File: config.mk
export PLATFORM = sky130hd
export DESIGN_NAME = lru_key_value_cache_core
export DESIGN_NICKNAME = d
export VERILOG_FILES = /design/src/rtl/core/lkv_pkg.sv /design/src/rtl/core/lkv_match.sv /design/src/rtl/core/lkv_entries.sv /design/src/rtl/core/lru_key_value_cache_core.sv
export SDC_FILE = /design/constraint.sdc
export NUM_CORES = 2
export LEC_CHECK = 0
export BUFFER_PORTS_ARGS = -buffer_cell sky130_fd_sc_hd__buf_2
export CAP_MARGIN = 40
export CORE_MARGIN = 5
export CORE_UTILIZATION = 55
export CTS_BUF_LIST = sky130_fd_sc_hd__clkbuf_4 sky130_fd_sc_hd__clkbuf_8 sky130_fd_sc_hd__clkbuf_16
export DETAILED_ROUTE_END_ITERATION = 12
export PLACE_DENSITY = 0.71
export SLEW_MARGIN = 20
export SYNTH_ARGS = -nofsm -noshare
export SYNTH_HDL_FRONTEND = slang
export SYNTH_SLANG_ARGS = --single-unit
File: constraint.sdc
create_clock -name clk -period 10.85 [get_ports clk]
set_input_delay 1.6275 -clock clk [delete_from_list [all_inputs] [get_ports clk]]
set_output_delay 1.6275 -clock clk [all_outputs]
set_load 0.02 [all_outputs]
File: src/rtl/core/lkv_pkg.sv
`timescale 1ns / 1ps
// ----------------------------------------------------------------------------
// LRU key-value cache package
// Shared sizes, operation codes, storage vector types and the structs that
// pass between the match logic, the entry store and the top level.
// ----------------------------------------------------------------------------
package lkv_pkg;

    localparam int MAX_ENTRIES = 16;
    localparam int SLOT_W      = $clog2(MAX_ENTRIES);
    localparam int CNT_W       = $clog2(MAX_ENTRIES + 1);
    localparam int CAP_W       = 5;
    localparam int WORD_W      = 32;

    localparam logic [CAP_W-1:0] CAP_RESET = CAP_W'(16);

    // operation codes carried by the kind field
    localparam logic KIND_GET = 1'b0;
    localparam logic KIND_PUT = 1'b1;

    typedef logic [SLOT_W-1:0]                   slot_t;
    typedef logic [CNT_W-1:0]                    cnt_t;
    typedef logic [WORD_W-1:0]                   word_t;
    typedef logic [MAX_ENTRIES-1:0]              flag_vec_t;
    typedef logic [MAX_ENTRIES-1:0][WORD_W-1:0]  word_vec_t;
    typedef logic [MAX_ENTRIES-1:0][SLOT_W-1:0]  rank_vec_t;

    // lookup outcome for the item in the input register
    typedef struct packed {
        logic  hit;
        slot_t hit_slot;
        slot_t victim_slot;
        slot_t free_slot;
    } match_t;

    // one update of the entry store
    typedef struct packed {
        logic  touch;        // make slot most recent
        logic  write_key;
        logic  write_value;
        logic  grow;         // claim a free slot, all valid entries age
        slot_t slot;
        slot_t limit;        // entries newer than this rank age by one
        word_t key;
        word_t value;
    } upd_t;

endpackage

File: src/rtl/core/lkv_match.sv
`timescale 1ns / 1ps
// ----------------------------------------------------------------------------
// LRU key-value cache match logic
// Parallel key compare, least recent victim pick and free slot pick.
// ----------------------------------------------------------------------------
module lkv_match
(
    input  lkv_pkg::word_vec_t keys,
    input  lkv_pkg::flag_vec_t valid,
    input  lkv_pkg::rank_vec_t ranks,
    input  lkv_pkg::cnt_t      occupancy,
    input  lkv_pkg::word_t     key,
    output lkv_pkg::match_t    result
);

    lkv_pkg::flag_vec_t hit_vec;
    lkv_pkg::flag_vec_t old_vec;
    lkv_pkg::slot_t     oldest_rank;
    lkv_pkg::cnt_t      occ_minus_one;

    // the least recent valid entry holds rank occupancy - 1
    assign occ_minus_one = occupancy - lkv_pkg::CNT_W'(1);
    assign oldest_rank   = occ_minus_one[lkv_pkg::SLOT_W-1:0];

    always_comb
    begin
        for (int i = 0; i < lkv_pkg::MAX_ENTRIES; i++)
        begin
            hit_vec[i] = valid[i] && (keys[i] == key);
            old_vec[i] = valid[i] && (ranks[i] == oldest_rank);
        end
    end

    // lowest index wins in each encoder
    always_comb
    begin
        result = '0;
        result.hit = |hit_vec;
        for (int i = lkv_pkg::MAX_ENTRIES - 1; i >= 0; i--)
        begin
            if (hit_vec[i])
            begin
                result.hit_slot = lkv_pkg::SLOT_W'(i);
            end
            if (old_vec[i])
            begin
                result.victim_slot = lkv_pkg::SLOT_W'(i);
            end
            if (!valid[i])
            begin
                result.free_slot = lkv_pkg::SLOT_W'(i);
            end
        end
    end

endmodule

File: src/rtl/core/lkv_entries.sv
`timescale 1ns / 1ps
// ----------------------------------------------------------------------------
// LRU key-value cache entry store
// Keys, values, valid bits, recency ranks and occupancy, with one update
// applied per cycle.
// ----------------------------------------------------------------------------
module lkv_entries
(
    input  logic               clk,
    input  logic               rst_n,
    input  lkv_pkg::upd_t      upd,
    output lkv_pkg::word_vec_t keys,
    output lkv_pkg::word_vec_t values,
    output lkv_pkg::flag_vec_t valid,
    output lkv_pkg::rank_vec_t ranks,
    output lkv_pkg::cnt_t      occupancy
);

    lkv_pkg::word_vec_t keys_reg,   keys_next;
    lkv_pkg::word_vec_t values_reg, values_next;
    lkv_pkg::flag_vec_t valid_reg,  valid_next;
    lkv_pkg::rank_vec_t rank_reg,   rank_next;
    lkv_pkg::cnt_t      occ_reg,    occ_next;

    always_comb
    begin
        keys_next   = keys_reg;
        values_next = values_reg;
        valid_next  = valid_reg;
        rank_next   = rank_reg;
        occ_next    = occ_reg;
        if (upd.touch)
        begin
            // age the entries that were newer than the touched one, or every valid entry on a grow
            for (int i = 0; i < lkv_pkg::MAX_ENTRIES; i++)
            begin
                if (valid_reg[i] && (upd.grow || (rank_reg[i] < upd.limit)))
                begin
                    rank_next[i] = rank_reg[i] + lkv_pkg::SLOT_W'(1);
                end
            end
            rank_next[upd.slot] = '0;
            if (upd.write_key)
            begin
                keys_next[upd.slot] = upd.key;
            end
            if (upd.write_value)
            begin
                values_next[upd.slot] = upd.value;
            end
            if (upd.grow)
            begin
                valid_next[upd.slot] = 1'b1;
                occ_next             = occ_reg + lkv_pkg::CNT_W'(1);
            end
        end
    end

    always_ff @(posedge clk or negedge rst_n)
    begin
        if (!rst_n)
        begin
            valid_reg <= '0;
            rank_reg  <= '0;
            occ_reg   <= '0;
        end
        else
        begin
            valid_reg <= valid_next;
            rank_reg  <= rank_next;
            occ_reg   <= occ_next;
        end
    end

    always_ff @(posedge clk)
    begin
        keys_reg   <= keys_next;
        values_reg <= values_next;
    end

    assign keys      = keys_reg;
    assign values    = values_reg;
    assign valid     = valid_reg;
    assign ranks     = rank_reg;
    assign occupancy = occ_reg;

endmodule

File: src/rtl/core/lru_key_value_cache_core.sv
`timescale 1ns / 1ps
// ----------------------------------------------------------------------------
// LRU key-value cache core
// Fully associative key-value store with least-recently-used replacement
// and a programmable capacity.
// ----------------------------------------------------------------------------
//
//  channel   signals                      role
//  --------  ---------------------------  --------------------------------
//  request   req_valid req_stall kind     get (lookup) or put (insert or
//            key value                    update) beat into the cache
//  response  rsp_valid rsp_stall found    one beat per get: hit flag and
//            data                         stored value (zero on a miss)
//  config    cfg_write cfg_wdata          capacity register, write only
//
//  A beat lands in the input register, where it is looked up; it is
//  applied to the entry store as it leaves, and a get result is loaded
//  into the response register at the same edge. One beat per cycle is
//  sustained unless a stalled response holds a get, since the compare
//  and rank update over all entries are combinational.
//  Reset clears every valid bit, rank and the occupancy, and sets capacity
//  to 16. A stalled response holds a pending get in the input register;
//  a put in the input register still drains because it gives no response.
//
module lru_key_value_cache_core
(
    input  logic                            clk,
    input  logic                            rst_n,

    input  logic                            req_valid,
    output logic                            req_stall,
    input  logic                            kind,
    input  logic signed [lkv_pkg::WORD_W-1:0] key,
    input  logic signed [lkv_pkg::WORD_W-1:0] value,

    output logic                            rsp_valid,
    input  logic                            rsp_stall,
    output logic                            found,
    output logic signed [lkv_pkg::WORD_W-1:0] data,

    input  logic                            cfg_write,
    input  logic [lkv_pkg::CAP_W-1:0]       cfg_wdata
);

    // capacity register
    logic [lkv_pkg::CAP_W-1:0] cap_reg, cap_next;
    lkv_pkg::cnt_t             eff_cap;

    // input register
    logic          s1_valid_reg, s1_valid_next;
    logic          s1_kind_reg,  s1_kind_next;
    lkv_pkg::word_t s1_key_reg,  s1_key_next;
    lkv_pkg::word_t s1_value_reg, s1_value_next;

    // response register
    logic          rsp_valid_reg, rsp_valid_next;
    logic          rsp_found_reg, rsp_found_next;
    lkv_pkg::word_t rsp_data_reg, rsp_data_next;

    // store view and lookup
    lkv_pkg::word_vec_t ent_keys;
    lkv_pkg::word_vec_t ent_values;
    lkv_pkg::flag_vec_t ent_valid;
    lkv_pkg::rank_vec_t ent_ranks;
    lkv_pkg::cnt_t      ent_occ;
    lkv_pkg::match_t    mt;
    lkv_pkg::upd_t      upd;
    lkv_pkg::cnt_t      occ_minus_one;

    logic req_take;
    logic s1_go;
    logic s1_act;
    logic is_put;
    logic evict;

    // ------------------------------------------------------------------
    // Capacity: zero means one, anything above the store size saturates
    // ------------------------------------------------------------------
    always_comb
    begin
        cap_next = cap_reg;
        if (cfg_write)
        begin
            cap_next = cfg_wdata;
        end
    end

    always_comb
    begin
        if (cap_reg == '0)
        begin
            eff_cap = lkv_pkg::CNT_W'(1);
        end
        else if (int'(cap_reg) > lkv_pkg::MAX_ENTRIES)
        begin
            eff_cap = lkv_pkg::CNT_W'(lkv_pkg::MAX_ENTRIES);
        end
        else
        begin
            eff_cap = lkv_pkg::CNT_W'(cap_reg);
        end
    end

    // ------------------------------------------------------------------
    // Handshake: a put always advances; a get advances only when the
    // response register is free or being emptied this cycle
    // ------------------------------------------------------------------
    assign is_put    = (s1_kind_reg == lkv_pkg::KIND_PUT);
    assign s1_go     = is_put || !rsp_valid_reg || !rsp_stall;
    assign s1_act    = s1_valid_reg && s1_go;
    assign req_stall = s1_valid_reg && !s1_go;
    assign req_take  = req_valid && !req_stall;

    always_comb
    begin
        s1_valid_next = s1_valid_reg;
        s1_kind_next  = s1_kind_reg;
        s1_key_next   = s1_key_reg;
        s1_value_next = s1_value_reg;
        if (req_take)
        begin
            s1_valid_next = 1'b1;
            s1_kind_next  = kind;
            s1_key_next   = key;
            s1_value_next = value;
        end
        else if (s1_go)
        begin
            s1_valid_next = 1'b0;
        end
    end

    // ------------------------------------------------------------------
    // Lookup against the current store contents
    // ------------------------------------------------------------------
    lkv_match u_match
    (
        .keys      (ent_keys),
        .valid     (ent_valid),
        .ranks     (ent_ranks),
        .occupancy (ent_occ),
        .key       (s1_key_reg),
        .result    (mt)
    );

    assign evict         = (ent_occ >= eff_cap);
    assign occ_minus_one = ent_occ - lkv_pkg::CNT_W'(1);

    // ------------------------------------------------------------------
    // Store update: hit touches, put miss either evicts the least recent
    // entry in place or claims a free slot
    // ------------------------------------------------------------------
    always_comb
    begin
        upd             = '0;
        upd.key         = s1_key_reg;
        upd.value       = s1_value_reg;
        upd.touch       = s1_act && (mt.hit || is_put);
        upd.write_key   = is_put && !mt.hit;
        upd.write_value = is_put;
        upd.grow        = is_put && !mt.hit && !evict;
        if (mt.hit)
        begin
            upd.slot  = mt.hit_slot;
            upd.limit = ent_ranks[mt.hit_slot];
        end
        else if (evict)
        begin
            upd.slot  = mt.victim_slot;
            upd.limit = occ_minus_one[lkv_pkg::SLOT_W-1:0];
        end
        else
        begin
            upd.slot  = mt.free_slot;
            upd.limit = '0;
        end
    end

    lkv_entries u_entries
    (
        .clk       (clk),
        .rst_n     (rst_n),
        .upd       (upd),
        .keys      (ent_keys),
        .values    (ent_values),
        .valid     (ent_valid),
        .ranks     (ent_ranks),
        .occupancy (ent_occ)
    );

    // ------------------------------------------------------------------
    // Response register: load a get result, drop the beat once taken
    // ------------------------------------------------------------------
    always_comb
    begin
        rsp_valid_next = rsp_valid_reg;
        rsp_found_next = rsp_found_reg;
        rsp_data_next  = rsp_data_reg;
        if (s1_act && !is_put)
        begin
            rsp_valid_next = 1'b1;
            rsp_found_next = mt.hit;
            rsp_data_next  = mt.hit ? ent_values[mt.hit_slot] : '0;
        end
        else if (!rsp_stall)
        begin
            rsp_valid_next = 1'b0;
        end
    end

    always_ff @(posedge clk or negedge rst_n)
    begin
        if (!rst_n)
        begin
            cap_reg       <= lkv_pkg::CAP_RESET;
            s1_valid_reg  <= 1'b0;
            rsp_valid_reg <= 1'b0;
        end
        else
        begin
            cap_reg       <= cap_next;
            s1_valid_reg  <= s1_valid_next;
            rsp_valid_reg <= rsp_valid_next;
        end
    end

    always_ff @(posedge clk)
    begin
        s1_kind_reg   <= s1_kind_next;
        s1_key_reg    <= s1_key_next;
        s1_value_reg  <= s1_value_next;
        rsp_found_reg <= rsp_found_next;
        rsp_data_reg  <= rsp_data_next;
    end

    assign rsp_valid = rsp_valid_reg;
    assign found     = rsp_found_reg;
    assign data      = rsp_data_reg;

endmodule
==> impl_metrics.tcl <==
set metrics [dict create \
    cts.path.max_buffers 3 \
    postLayoutSetupSlackWorst_ps 3660 \
    hold_depth 1 \
    core_area_mm2 0.0986 \
    async_reset_ff_frac 0.0758 \
    synth_edf_count 1122 \
    synth_nets 4036 \
    clk_latency_ps 730 \
    critPathArrivalTime_ps 7760 \
    clock_tree_from_tritoncts "yes" \
    grt_start_max_net_pins 204 \
    finalHoldViolCount 0 \
    start_util 0.556 \
    drt_iter0_drc 3993 \
    cts.reportedPaths.clkPinSlew_ps 60 \
    seq_power_share 0.483 \
    slew_headroom 0.294 \
    clock_power_share 0.337 \
    cp-startpoint "s1_key_reg[5]" \
    io_pins 110 \
    drt_drc_violations_left 0 \
    worstMarginPinSlew_ps 1060 \
    timing.rr.start "s1_key_reg[5]" \
    power.internal_w 0.00861 \
    cts.sink_count 1214 \
    cts-resized-gates 0 \
    rows 115 \
    timing.final.max_slew_violations 0 \
    routed_wl_mm 138 \
    maxCapViolCount 0 \
    worstSetupStartpointType "flip-flop" \
    firstDrtPassIters 6 \
    timing.critical_path.required_ps 11430 \
    chipHeight_um 326 \
    globalRouteOverflowTotal 0 \
    criticalPathCategory "reg2reg" \
    highest-signal-layer "met4" \
    worst_vdd_ir_v 0.000170 \
    via_count_of_the_first_global_routing_pass 32300 \
    gp_congestion 0.928 \
    worst-r2r-setup-slack_ps 3660 \
    share_comb_of_total_power 0.180 \
    synth.lib_cells_used.distinct 78 \
    switchingPower_w 0.00339 \
    global_route_wire_length_before_repair_mm 205 \
    cp_max_fo 37 \
    rr_endpoint "u_entries.ranks[40]" \
    power.density_cell_area_mw_per_mm2 197 \
    setup_viol 0 \
    post_synth_instance_area_mm2 0.0548 \
    drive_gt1_frac 0.133 \
    cts_inserted_buffers 121 \
    max_clock_freq_mhz 139 \
    final.setup.tns_ps 0 \
    leakagePower_nw 20.1 \
    min_from "u_entries.occupancy[4]" \
    skew_ps 42.6 \
    hold_class "reg2reg" \
    fin_crit_sh 0.662 \
    rsz0062_at_grt "no" \
    synthesis.instances 3922 \
    met3RoutedLength_mm 12.0 \
    htree_levels 3 \
    grtUsageTotal 0.254 \
    ys_dominant_reg_cell "sky130_fd_sc_hd__edfxtp_1" \
    end_kind "flip-flop" \
    routed_wire_length_per_instance_um 25.4 \
    worstRegToRegCells 27 \
    cp_common_cell "sky130_fd_sc_hd__o21ai_0" \
    dp_worst_setup_slack_ps 3670 \
    via_count 33700 \
    floorplan.die.width_um 326 \
    synth_sequential_area_ratio 0.657 \
    min_period_ps 7190 \
    critical-path-slowest-cell "sky130_fd_sc_hd__edfxtp_1" \
    synth_seq_cells 1214 \
    yosysWarningCount 0 \
    die_area_mm2 0.106 \
    nNetsFinal 4162 \
    route.layer.met1.wl_mm 59.1 \
    holdBufCountCts 0 \
    slowest_delay_ps 800 \
    remaining_antenna_violation_count 0 \
    syn-mean-instance-area_um2 14.0 \
    met2_length_mm 63.0 \
    syn_to_final_growth_pct 11.1 \
    port-buffer-count 109 \
    place.detailed.hpwl_mm 80.6 \
    clockRootBuffer "sky130_fd_sc_hd__clkbuf_16" \
    postCtsSetupBuffers 0 \
    sw_frac_of_total 0.282 \
    outcome "finished clean" \
    whs_endpoint "u_entries.occupancy[4]" \
    grt_antenna_before_repair 2 \
    vias_per_cell 6.21 \
]
layout by cell type, fill, tap and decap left out, types with 103 or more instances in the layout:
cell type / instances
sky130_fd_sc_hd__nor2_1: 127
sky130_fd_sc_hd__xnor2_1: 212
sky130_fd_sc_hd__nand2_1: 161
sky130_fd_sc_hd__a211oi_1: 187
sky130_fd_sc_hd__a21oi_1: 165
sky130_fd_sc_hd__mux2i_1: 188
sky130_fd_sc_hd__xor2_1: 384
sky130_fd_sc_hd__nor4_1: 169
sky130_fd_sc_hd__buf_2: 110
sky130_fd_sc_hd__clkbuf_16: 122
sky130_fd_sc_hd__nand4_1: 103
sky130_fd_sc_hd__edfxtp_1: 1122
sky130_fd_sc_hd__and2_1: 110
synthesized netlist by cell type (10+ instances only):
master | number | area share
sky130_fd_sc_hd__nor2_1 | 151 | 0.010
sky130_fd_sc_hd__buf_1 | 23 | 0.0016
sky130_fd_sc_hd__a21oi_1 | 168 | 0.015
sky130_fd_sc_hd__nand3_1 | 101 | 0.0092
sky130_fd_sc_hd__clkbuf_1 | 114 | 0.0078
sky130_fd_sc_hd__nand2b_1 | 26 | 0.0030
sky130_fd_sc_hd__and3_1 | 27 | 0.0031
sky130_fd_sc_hd__mux2_2 | 33 | 0.0068
sky130_fd_sc_hd__nor4b_1 | 15 | 0.0024
sky130_fd_sc_hd__or3_1 | 21 | 0.0024
sky130_fd_sc_hd__and2_1 | 111 | 0.013
sky130_fd_sc_hd__nand4_1 | 103 | 0.012
sky130_fd_sc_hd__xor2_1 | 385 | 0.062
sky130_fd_sc_hd__edfxtp_1 | 1122 | 0.62
sky130_fd_sc_hd__nand4b_1 | 14 | 0.0022
sky130_fd_sc_hd__a211o_1 | 11 | 0.0018
sky130_fd_sc_hd__nor4_1 | 170 | 0.019
sky130_fd_sc_hd__o21bai_1 | 14 | 0.0019
sky130_fd_sc_hd__buf_2 | 40 | 0.0037
sky130_fd_sc_hd__a21oi_2 | 12 | 0.0019
sky130_fd_sc_hd__a211oi_1 | 187 | 0.026
sky130_fd_sc_hd__mux2i_1 | 188 | 0.034
sky130_fd_sc_hd__nor3_1 | 46 | 0.0042
sky130_fd_sc_hd__inv_1 | 60 | 0.0041
sky130_fd_sc_hd__xnor2_1 | 213 | 0.034
sky130_fd_sc_hd__buf_4 | 19 | 0.0026
sky130_fd_sc_hd__o211ai_1 | 25 | 0.0034
sky130_fd_sc_hd__nand2_1 | 161 | 0.011
sky130_fd_sc_hd__dfrtp_1 | 91 | 0.042
sky130_fd_sc_hd__ha_1 | 39 | 0.0089
sky130_fd_sc_hd__or4_1 | 10 | 0.0014
sky130_fd_sc_hd__a21o_1 | 16 | 0.0022
sky130_fd_sc_hd__o21ai_0 | 58 | 0.0053
sky130_fd_sc_hd__buf_6 | 20 | 0.0041
sky130_fd_sc_hd__maj3_2 | 28 | 0.0058
metal layers:
| layer | vias up | global-route usage |
|---|---|---|
| met3 | 250 | 0.0414 |
| met4 | 0 | 0.0715 |
| met5 | - | 0 |
| li1 | 15100 | - |
| met1 | 16900 | 0.373 |
| met2 | 1486 | 0.398 |
logic make-up after synthesis:
family	count (synthesis)	synth area share
compound gates	548	0.0672
simple gates	990	0.0980
xor+xnor	603	0.0977
fa+ha+maj	69	0.0150
flops	1214	0.657
mux	221	0.0411
buf+inv	277	0.0240
per-stage QoR:
stage | total power (W) | utilization | instances | cell area (um^2) | hold slack, ps
CTS | 0.0120 | 0.617 | 5421 | 60800 | 486
floorplan | 0.00735 | - | 3922 | 54800 | 450
global placement | 0.00796 | 0.577 | 5203 | 56900 | 466
finish | 0.0120 | 0.618 | 5424 | 60900 | 479
detailed placement | 0.00802 | 0.578 | 5210 | 57000 | 473
global route | 0.0125 | 0.618 | 5423 | 60900 | 504
power by group through the flow:
stage,Sequential (W),Clock (W),Combinational (W)
finish,0.00580,0.00404,0.00216
global route,0.00583,0.00429,0.00235
CTS,0.00579,0.00410,0.00214
detailed placement,0.00588,0,0.00213
global placement,0.00587,0,0.00208
floorplan,0.00580,0,0.00156
worst max-delay path: cells and delay by family (launching register included):
family | cells | cell delay (ps)
AOI/OAI and AO/OA | 11 | 1750
and+or+nand+nor | 6 | 1230
buffers and inverters | 3 | 1140
muxes | 2 | 830
DFF | 1 | 800
adders and majority gates | 3 | 940
xor gates and xnor gates | 2 | 310
final cells by class:
| cell class | instances | area (um^2) |
|---|---|---|
| fill | 7225 | 37700 |
| inverter | 60 | 225 |
| sequential | 1214 | 36000 |
| clock inverter | 65 | 573 |
| tap | 1287 | 1610 |
| clock buffer | 146 | 3250 |
| antenna | 1 | 2.50 |
| multi-input combinational | 2431 | 17700 |
| timing repair buffer | 220 | 1510 |
worst max-delay path by stage:
stage,endpoint,slack [ps],cells after the start
floorplan,u_entries.values[448],3920,16
global placement,u_entries.ranks[59],3770,24
detailed placement,u_entries.ranks[59],3670,24
CTS,u_entries.ranks[40],3630,24
global route,u_entries.ranks[63],3150,27
finish,u_entries.ranks[40],3660,27
Power figures use the tool's default switching activity.
